## src/rtl/mfr_pkg.sv

```systemverilog
// Types and constants of the MUSCL face reconstruction block.
`default_nettype none

package mfr_pkg;

	// Reconstruction scheme codes
	typedef enum logic [1:0] {
		MODE_FIRST  = 2'd0,
		MODE_KAPPA  = 2'd1,
		MODE_MINMOD = 2'd2,
		MODE_MINABS = 2'd3
	} mfr_mode_t;

	// One request: four neighbouring cells, signed Q15.16
	typedef struct packed {
		logic signed [31:0] cell_far_left;
		logic signed [31:0] cell_left;
		logic signed [31:0] cell_right;
		logic signed [31:0] cell_far_right;
	} mfr_in_t;

	// One result: both interface states, saturated
	typedef struct packed {
		logic signed [31:0] left_face;
		logic signed [31:0] right_face;
	} mfr_out_t;

	// Divide by three: floor(y / 3) = (y * DIV3_RECIP) >> DIV3_SHIFT for y < 2**19
	localparam int unsigned DIV3_RECIP = 174763;
	localparam int unsigned DIV3_SHIFT = 19;
	// 2**16 = 3 * CHUNK_QUOT + 1, so a high chunk adds CHUNK_QUOT per unit plus itself
	localparam int unsigned CHUNK_W    = 16;
	localparam int unsigned CHUNK_QUOT = 21845;

	localparam logic signed [31:0] FACE_MAX = 32'sh7FFF_FFFF;
	localparam logic signed [31:0] FACE_MIN = 32'sh8000_0000;

endpackage

`default_nettype wire

```

## src/rtl/muscl_face_reconstruction_top.sv

```systemverilog
// MUSCL face reconstruction: hold, difference, slope, divide and result registers.
// Throughput: one request per cycle; each stage register advances when the next one frees.
// The divide by six is a split reciprocal multiply in its own stage, which sets the depth.
// Reset clears all valid flags and sets the scheme to first order; payloads are not reset.
`default_nettype none

module muscl_face_reconstruction_top (
	input  wire logic              clk,
	input  wire logic              arst_n,
	input  wire logic              cfg_valid,
	output logic                   cfg_ready,
	input  wire logic [1:0]        cfg_data,
	input  wire logic              in_valid,
	output logic                   in_ready,
	input  wire mfr_pkg::mfr_in_t  in_data,
	output logic                   out_valid,
	input  wire logic              out_ready,
	output mfr_pkg::mfr_out_t      out_data
);

	// Offset of one face: sign, magnitude, and whether it still needs the divide
	typedef struct packed {
		logic        neg;
		logic        div;
		logic [33:0] raw;
	} side_t;

	function automatic logic [32:0] mag33(input logic signed [32:0] x);
		mag33 = x[32] ? 33'(-x) : 33'(x);
	endfunction

	// Work out the face offset for one side from its outer and the central difference
	function automatic side_t side_calc(
		input mfr_pkg::mfr_mode_t   mode,
		input logic signed [32:0]   outer,
		input logic signed [32:0]   central
	);
		side_t              s;
		logic signed [34:0] n;
		logic [34:0]        n_rnd;
		logic [32:0]        mag_o;
		logic [32:0]        mag_c;
		logic               pick_outer;
		logic               lim_neg;
		logic [32:0]        lim_mag;
		logic               mm_zero;
		n          = 35'(outer) + (35'(central) <<< 1);
		// |n| + 3: for negative n this is ~n + 4
		n_rnd      = n[34] ? (~n + 35'd4) : (n + 35'd3);
		mag_o      = mag33(outer);
		mag_c      = mag33(central);
		pick_outer = (mag_o < mag_c);
		lim_neg    = pick_outer ? outer[32] : central[32];
		lim_mag    = pick_outer ? mag_o : mag_c;
		mm_zero    = (outer == '0) || (central == '0) || (outer[32] != central[32]);
		s          = '0;
		unique case (mode)
			mfr_pkg::MODE_FIRST: begin
				s = '0;
			end
			mfr_pkg::MODE_KAPPA: begin
				s.neg = n[34];
				s.div = 1'b1;
				s.raw = n_rnd[33:0];
			end
			mfr_pkg::MODE_MINMOD: begin
				if (!mm_zero) begin
					s.neg = lim_neg;
					s.raw = {2'b00, lim_mag[32:1]};
				end
			end
			mfr_pkg::MODE_MINABS: begin
				s.neg = lim_neg;
				s.raw = {2'b00, lim_mag[32:1]};
			end
		endcase
		side_calc = s;
	endfunction

	// floor(raw / 6) as floor(floor(raw / 2) / 3), split in 16-bit chunks
	function automatic logic [31:0] div6(input logic [33:0] raw);
		logic [32:0] t;
		logic [16:0] hi;
		logic [15:0] lo;
		logic [17:0] y;
		logic [36:0] prod;
		logic [31:0] hq;
		t    = raw[33:1];
		hi   = t[32:mfr_pkg::CHUNK_W];
		lo   = t[mfr_pkg::CHUNK_W-1:0];
		y    = 18'(hi) + 18'(lo);
		prod = 37'(y) * 37'(mfr_pkg::DIV3_RECIP);
		hq   = 32'(hi) * 32'(mfr_pkg::CHUNK_QUOT);
		div6 = hq + 32'(prod >> mfr_pkg::DIV3_SHIFT);
	endfunction

	// Clamp a 34-bit face to the signed 32-bit range
	function automatic logic signed [31:0] sat34(input logic signed [33:0] x);
		if (x[33:31] == 3'b000 || x[33:31] == 3'b111) begin
			sat34 = x[31:0];
		end else if (x[33]) begin
			sat34 = mfr_pkg::FACE_MIN;
		end else begin
			sat34 = mfr_pkg::FACE_MAX;
		end
	endfunction

	mfr_pkg::mfr_mode_t  mode_q;

	logic                vld_s1, vld_s2, vld_s3, vld_s4, out_valid_q;
	logic                en_s1, en_s2, en_s3, en_s4, en_out;

	mfr_pkg::mfr_in_t    in_s1;
	logic signed [32:0]  dc_s2, dl_s2, dr_s2;
	logic signed [31:0]  cl_s2, cr_s2, cl_s3, cr_s3, cl_s4, cr_s4;
	side_t               l_s3, r_s3;
	logic [31:0]         lq_s4, rq_s4;
	logic                lneg_s4, rneg_s4;
	mfr_pkg::mfr_out_t   out_q;

	logic signed [32:0]  dc_c, dl_c, dr_c;
	side_t               l_c, r_c;
	logic [31:0]         lq_c, rq_c;
	logic signed [33:0]  loff_c, roff_c, lface_c, rface_c;

	// Configuration is always taken
	assign cfg_ready = 1'b1;

	always_ff @(posedge clk or negedge arst_n) begin
		if (!arst_n) begin
			mode_q <= mfr_pkg::MODE_FIRST;
		end else if (cfg_valid) begin
			mode_q <= mfr_pkg::mfr_mode_t'(cfg_data);
		end
	end

	// Advance each stage when it is empty or its successor advances
	assign en_out   = !out_valid_q || out_ready;
	assign en_s4    = !vld_s4 || en_out;
	assign en_s3    = !vld_s3 || en_s4;
	assign en_s2    = !vld_s2 || en_s3;
	assign en_s1    = !vld_s1 || en_s2;
	assign in_ready = en_s1;

	always_ff @(posedge clk or negedge arst_n) begin
		if (!arst_n) begin
			vld_s1      <= 1'b0;
			vld_s2      <= 1'b0;
			vld_s3      <= 1'b0;
			vld_s4      <= 1'b0;
			out_valid_q <= 1'b0;
		end else begin
			if (en_s1) begin
				vld_s1 <= in_valid;
			end
			if (en_s2) begin
				vld_s2 <= vld_s1;
			end
			if (en_s3) begin
				vld_s3 <= vld_s2;
			end
			if (en_s4) begin
				vld_s4 <= vld_s3;
			end
			if (en_out) begin
				out_valid_q <= vld_s4;
			end
		end
	end

	// Stage 1: hold the request
	always_ff @(posedge clk) begin
		if (en_s1 && in_valid) begin
			in_s1 <= in_data;
		end
	end

	// Stage 2: exact differences
	assign dc_c = 33'(in_s1.cell_right) - 33'(in_s1.cell_left);
	assign dl_c = 33'(in_s1.cell_left) - 33'(in_s1.cell_far_left);
	assign dr_c = 33'(in_s1.cell_far_right) - 33'(in_s1.cell_right);

	always_ff @(posedge clk) begin
		if (en_s2 && vld_s1) begin
			dc_s2 <= dc_c;
			dl_s2 <= dl_c;
			dr_s2 <= dr_c;
			cl_s2 <= in_s1.cell_left;
			cr_s2 <= in_s1.cell_right;
		end
	end

	// Stage 3: limited slope or rounded kappa numerator per side
	assign l_c = side_calc(mode_q, dl_s2, dc_s2);
	assign r_c = side_calc(mode_q, dr_s2, dc_s2);

	always_ff @(posedge clk) begin
		if (en_s3 && vld_s2) begin
			l_s3  <= l_c;
			r_s3  <= r_c;
			cl_s3 <= cl_s2;
			cr_s3 <= cr_s2;
		end
	end

	// Stage 4: divide the kappa numerator by six
	assign lq_c = l_s3.div ? div6(l_s3.raw) : l_s3.raw[31:0];
	assign rq_c = r_s3.div ? div6(r_s3.raw) : r_s3.raw[31:0];

	always_ff @(posedge clk) begin
		if (en_s4 && vld_s3) begin
			lq_s4   <= lq_c;
			rq_s4   <= rq_c;
			lneg_s4 <= l_s3.neg;
			rneg_s4 <= r_s3.neg;
			cl_s4   <= cl_s3;
			cr_s4   <= cr_s3;
		end
	end

	// Result: apply offsets and saturate
	assign loff_c  = lneg_s4 ? -$signed({2'b00, lq_s4}) : $signed({2'b00, lq_s4});
	assign roff_c  = rneg_s4 ? -$signed({2'b00, rq_s4}) : $signed({2'b00, rq_s4});
	assign lface_c = 34'(cl_s4) + loff_c;
	assign rface_c = 34'(cr_s4) - roff_c;

	always_ff @(posedge clk) begin
		if (en_out && vld_s4) begin
			out_q.left_face  <= sat34(lface_c);
			out_q.right_face <= sat34(rface_c);
		end
	end

	assign out_valid = out_valid_q;
	assign out_data  = out_q;

endmodule

`default_nettype wire

```

## config.mk

```make
export PLATFORM = sky130hd
export DESIGN_NAME = muscl_face_reconstruction_top
export DESIGN_NICKNAME = d
export VERILOG_FILES = /design/src/rtl/mfr_pkg.sv /design/src/rtl/muscl_face_reconstruction_top.sv
export SDC_FILE = /design/constraint.sdc
export NUM_CORES = 2
export LEC_CHECK = 0
export ABC_AREA = 1
export BUFFER_PORTS_ARGS = -buffer_cell sky130_fd_sc_hd__buf_2
export CORE_ASPECT_RATIO = 1.2
export CORE_MARGIN = 2
export CORE_UTILIZATION = 50
export DETAILED_ROUTE_END_ITERATION = 12
export GPL_ROUTABILITY_DRIVEN = 0
export MAX_ROUTING_LAYER = met4
export PLACE_DENSITY = 0.66
export SLEW_MARGIN = 15
export SYNTH_ARGS = -nofsm -noshare
export SYNTH_HDL_FRONTEND = slang
export SYNTH_SLANG_ARGS = --single-unit
```

## constraint.sdc

```tcl
create_clock -name clk -period 12.4 [get_ports clk]
set_input_delay 0 -clock clk [delete_from_list [all_inputs] [get_ports clk]]
set_output_delay 0 -clock clk [all_outputs]
set_load 0.02 [all_outputs]
```

Word-level counts from Yosys, hierarchy flattened:

Index checks and enable logic that the tools add are counted.

* register bits after elaboration: 627
* input port bits: 135
* output and inout port bits: 67

* add/sub/neg operators: 20
* $mul: 4
* order comparisons: 2
* equality and inequality tests: 7
* mux-type cells: 26
* bitwise gates (word level): 2
* reductions and logical operators: 27

Operators with widths (count)
* $pmux 34 s4: 2
* $mux 32: 8
* $mux 33: 5
* $mux 34: 4
* $logic_not 33->1: 3
* $neg 33->33: 3
* $sub 32x32->33: 3
* $mul 18x18->36 const B: 2
* $add 33x34->35: 2
* $add 34x2->34 const B: 2
* $add 34x3->34 const B: 2
* $neg 32->34: 2
* $not 34->34: 2
* $lt 33x33->1: 2
* $add 32x17->32: 2
* $mul 17x15->32 const B: 2
* $add 17x16->18: 2
* $add 32x34->34: 1
* $sub 32x34->34: 1
* $logic_or 1x1->1: 11
* $pmux 1 s4: 2
* $eq 3x3->1 const B: 2
* $logic_not 3->1: 2
* $logic_and 1x1->1: 5
* other kinds (6): 16

Depth between registers and ports, before layout:

* depth after elaboration: 7
* gate-level depth with buffers: 56
* gate-level depth less buffers: 56

Least setup slack after synthesis:

OpenSTA, ideal clock, no wires.

* path kind: register -> register
* start point: register r_s3[17] (netlist bit)
* end point: register rq_s4[24] (data pin)
* data arrival time: 9.679 ns
* path slack: 2.456 ns
* stages on the path, launching flop included: 50
* period minus slack after synthesis: 9.944 ns
* cell sequence: edfxtp_1 ha_1 fa_1 nand3_1 nand2_1 a21oi_1 o21bai_1 nand3_1 nand2_1 nand2_1 nand2_1 inv_1 o21ai_2 a21o_1 xor2_1 inv_1 ha_1 ha_1 [... 14 more ...] xnor2_1 fa_1 fa_1 inv_1 fa_1 inv_1 ha_1 a21oi_1 inv_1 o21ai_0 nand2_1 a21oi_1 inv_1 a21oi_1 o21bai_1 or2_2 nand3_1 o21ai_0

* longest elaborated chain between the ends: 4
* elaborated cells on any way between the ends: 5

Ends and longest elaborated chain
* from (decl): RTL line muscl_face_reconstruction_top.sv:116 `side_t l_s3, r_s3;`
* from (signal assigned): RTL line muscl_face_reconstruction_top.sv:200 `r_s3 <= r_c;`
* $add 17x16->18: RTL line muscl_face_reconstruction_top.sv:91 `y = 18'(hi) + 18'(lo);`
* $mul 18x18->36: RTL line muscl_face_reconstruction_top.sv:92 `prod = 37'(y) * 37'(mfr_pkg::DIV3_RECIP);`
* $add 32x17->32 *: RTL line muscl_face_reconstruction_top.sv:94 `div6 = hq + 32'(prod >> mfr_pkg::DIV3_SHIFT);`
* $mux 32 *: RTL line muscl_face_reconstruction_top.sv:208 `assign rq_c = r_s3.div ? div6(r_s3.raw) : r_s3.raw[31:0];`
* net rq_c[24]: RTL line muscl_face_reconstruction_top.sv:123 `logic [31:0] lq_c, rq_c;`
* to (signal assigned): RTL line muscl_face_reconstruction_top.sv:213 `rq_s4 <= rq_c;`
* to (decl): RTL line muscl_face_reconstruction_top.sv:117 `logic [31:0] lq_s4, rq_s4;`

Mark *: on every way through the listed nets, which the timed path passes. The rest lies on a longest branch.
A chain may end at the register's enable or synchronous reset.

Final worst setup path:

* start point: register l_s3[17] (netlist bit)
* end point: register lq_s4[28] (data pin)

* longest elaborated chain between the ends: 4
* elaborated cells on any way between the ends: 5

Ends and longest elaborated chain
* from (decl): RTL line muscl_face_reconstruction_top.sv:116
* from (signal assigned): RTL line muscl_face_reconstruction_top.sv:199 `l_s3 <= l_c;`
* $add 17x16->18: RTL line muscl_face_reconstruction_top.sv:91
* $mul 18x18->36: RTL line muscl_face_reconstruction_top.sv:92
* $add 32x17->32 *: RTL line muscl_face_reconstruction_top.sv:94
* $mux 32 *: RTL line muscl_face_reconstruction_top.sv:207 `assign lq_c = l_s3.div ? div6(l_s3.raw) : l_s3.raw[31:0];`
* net lq_c[28]: RTL line muscl_face_reconstruction_top.sv:123
* to (signal assigned): RTL line muscl_face_reconstruction_top.sv:212 `lq_s4 <= lq_c;`
* to (decl): RTL line muscl_face_reconstruction_top.sv:117

Marked as above.

==> summary.txt <==
status = complete, no violations
DP Worst Slack = 1.232 ns
Iteration-0 DRC Markers = 4,940
worst-path fanout max = 7
CTS buffer count = 68
delay of the slowest critical-path stage = 0.58 ns
post_cts resized = 0
drt drc = 0
Rows = 148
final setup fails = 0
largest net degree at the start of global routing = 80
CTS clk-pin slew, worst paths = 0.06 ns
crit start category = flip-flop
reg2reg end = lq_s4[28]
syn nets = 9,782
EDFF count, synth = 620
XOR/XNOR Fraction of Synth Area = 5.499%
1st-pass router iterations = 6
Final Cycle Share = 90.37%
r2r worst-path depth = 46
initial core utilization = 50.31%
Synth Register Bits = 627
number of buffers added on ports = 200
Seq/Total Area, Yosys = 27.60%
Slew Limit Headroom = 27.17%
CTS tree = done
Worst Path Arrival = 11.66 ns
Total GRT Usage = 30.56%
R2R setup slack = 1.19 ns
fraction of synthesized area in multiplexers = 0%
io pins = 202
worst-margin pin slew = 1.081 ns
clk_skew = 0.04431 ns
hpwl dp = 170,600 um
fin. max-slew vios = 0
Critical Path Start = l_s3[17]
CP max stage cell = fa_1
top routing layer used = met4
post-synth cell types = 65
kind of critical path = flip-flop to flip-flop
Syn Area/Cell = 8.163 sq um
Hold Path Class = primary input to flip-flop
first-pass GRT wire length = 320,000 um
synthesized cell area = 0.06810 sq mm
Die Ht = 408.3 um
Post-Synth Simple-Gate Area = 18.69%
unrepaired setup endpoints after global routing = no
Root Buffer = clkbuf_16
Worst Path Required = 12.86 ns
drt wl/cell = 19.52 um
met2 wire length = 95,930 um
share of cells above drive strength 1 = 5.701%
CP Capture Type = flip-flop
setup TNS = 0 ns
Adder-Cell Fraction of Synth Area = 28.38%
Synth Instances = 8,343
max cap viols = 0
YS warnings = 0
number of global-route vias before repair = 57,080
CTS H-tree lvls = 3
full die area = 0.1392 sq mm
area grow syn2layout = 11.20%
largest family of logic cells by synthesized area = adder cells
reg2reg start = l_s3[17]
clk sinks = 627
Synth Flop Type = edfxtp_1
Bufs on Longest Clock Path = 3
Fin. Hold Viols = 0
ys async rst share = 1.116%
insertion delay of the later-clocked pin in the worst-skew pair = 0.69 ns
met1 WL = 85,030 um
crit path capture = lq_s4[28]
Max Fclk = 89.24 MHz
Final ANT Viol Nets = 0
antenna violations before repair = 5
post-layout min period = 11.21 ns
post-layout util = 55.95%
compound-cell area share of the yosys netlist = 9.945%
Routed WL = 207,400 um
drt via density = 5.503
Overflow after GRT = 0
setup ws final = 1.195 ns
routed via count = 58,470
overall die width = 340.9 um
Nets = 10,210
routed length on met3 = 13,550 um
Core Region = 0.1354 sq mm
routing by layer:
| layer | vias to the layer above | global-route usage (%) |
|---|---|---|
| li1 | 28070 | - |
| met1 | 27480 | 38.69 |
| met2 | 2360 | 48.77 |
| met3 | 559 | 2.547 |
| met4 | 0 | 16.35 |
| met5 | - | - |
what timing repair did:
action | in CTS | in global routing
setup buffers | 0 | 0
hold endpoints to repair | 141 | 0
hold buffers | 213 | 0
critical path: cells and delay by family, from the launching register on:
kind,cells,cell delay (ns)
buffers and inverters,6,0.41
xor gates and xnor gates,2,0.81
adders and majority gates,12,5.30
AOI/OAI and AO/OA,12,2.26
DFF,1,0.55
and+or+nand+nor,14,1.64
cell families (layout without fill, tap and decap cells):
logic type,after synthesis,after routing
flip-flops,627,627
adder cells (fa/ha/maj),1304,1304
buffers and inverters,1770,2250
AND/OR/NAND/NOR,3037,3037
other,1,3
AO/OA/AOI/OAI,1185,1185
XOR/XNOR,419,419
state kept, by name (all words and copies together) (netlist names), 2 cells and up:
signal / cells
cl_s2: 32
cl_s3: 32
cl_s4: 32
cr_s2: 32
cr_s3: 32
cr_s4: 32
dc_s2: 33
dl_s2: 33
dr_s2: 33
in_s1: 128
l_s3: 35
lq_s4: 32
mode_q: 2
out_data: 64
r_s3: 36
rq_s4: 32
final cells by class:
cell class                      instances  area (sq um)
Timing Repair Buffer                  434          3291
Sequential cell                       627         18790
Tap cell                             1800          2252
Inverter                             1692          6361
Clock inverter                         43         645.6
Antenna cell                            2         5.005
Fill cell                           12270         59630
Clock buffer                           81          1760
Multi-Input combinational cell       5946         42620
metrics by stage:
| stage | hold WS (ns) | std cells | area [sq um] |
|---|---|---|---|
| floorplan | -0.2956 | 8343 | 68100 |
| global placement | -0.1084 | 10290 | 71180 |
| detailed placement | -0.1083 | 10290 | 71180 |
| CTS | 0.0006451 | 10620 | 75720 |
| global route | 0.03114 | 10620 | 75730 |
| finish | 0.02066 | 10630 | 75730 |
cell usage in the layout, fill, tap and decap left out, types with 10 or more instances in the layout:
| master | count |
|---|---|
| a21boi_0 | 20 |
| a21o_1 | 42 |
| a21oi_1 | 473 |
| a221oi_1 | 13 |
| a31oi_1 | 67 |
| buf_2 | 200 |
| buf_4 | 21 |
| bufinv_16 | 10 |
| clkbuf_1 | 12 |
| clkbuf_16 | 68 |
| clkinv_1 | 10 |
| dlygate4sd3_1 | 213 |
| edfxtp_1 | 620 |
| fa_1 | 401 |
| ha_1 | 903 |
| inv_1 | 1667 |
| inv_2 | 19 |
| nand2_1 | 1740 |
| nand2_2 | 40 |
| nand3_1 | 314 |
| nand3_2 | 11 |
| nand3b_1 | 19 |
| nand4_1 | 87 |
| nor2_1 | 607 |
| nor2_2 | 24 |
| nor3_1 | 106 |
| nor4_1 | 25 |
| o211ai_1 | 65 |
| o21a_1 | 28 |
| o21ai_0 | 340 |
| o21ai_1 | 37 |
| o21ai_2 | 12 |
| o21bai_1 | 28 |
| o221ai_1 | 13 |
| or2_2 | 24 |
| xnor2_1 | 157 |
| xor2_1 | 255 |
Yosys cell counts (14+ instances only):
master / instances / area, sq um
nand2_2: 38 / 237.7
nor4_1: 25 / 156.4
a21boi_0: 20 / 150.1
xor2_1: 255 / 2233
o21a_1: 28 / 210.2
fa_1: 401 / 8028
nand4_1: 87 / 544.3
or2_2: 24 / 150.1
o21bai_1: 28 / 210.2
nand2_1: 1742 / 6539
o211ai_1: 65 / 488.0
nor2_2: 23 / 143.9
xnor2_1: 157 / 1375
inv_1: 1669 / 6265
nor3_1: 106 / 530.5
ha_1: 903 / 11300
buf_2: 14 / 70.07
nor2_1: 611 / 2293
o21ai_1: 37 / 185.2
a21o_1: 42 / 315.3
o21ai_0: 340 / 1702
inv_2: 18 / 67.56
edfxtp_1: 620 / 18620
nand3_1: 314 / 1572
a21oi_1: 474 / 2372
nand3b_1: 19 / 142.6
clkbuf_1: 50 / 187.7
a31oi_1: 67 / 419.2
worst min-delay path by stage:
stage               slack [ns]  cells after the start         start          to
floorplan                -0.30                      0        arst_n   mode_q[0]
CTS                     0.0006                      2  in_data[106]  in_s1[106]
global placement         -0.11                      1        arst_n      vld_s1
finish                    0.02                      2  in_data[113]  in_s1[113]
global route              0.03                      2  in_data[113]  in_s1[113]
detailed placement       -0.11                      1        arst_n      vld_s1
Power is not shown: default switching activity piles up to over one toggle a cycle in this logic, so the estimate is an artifact.
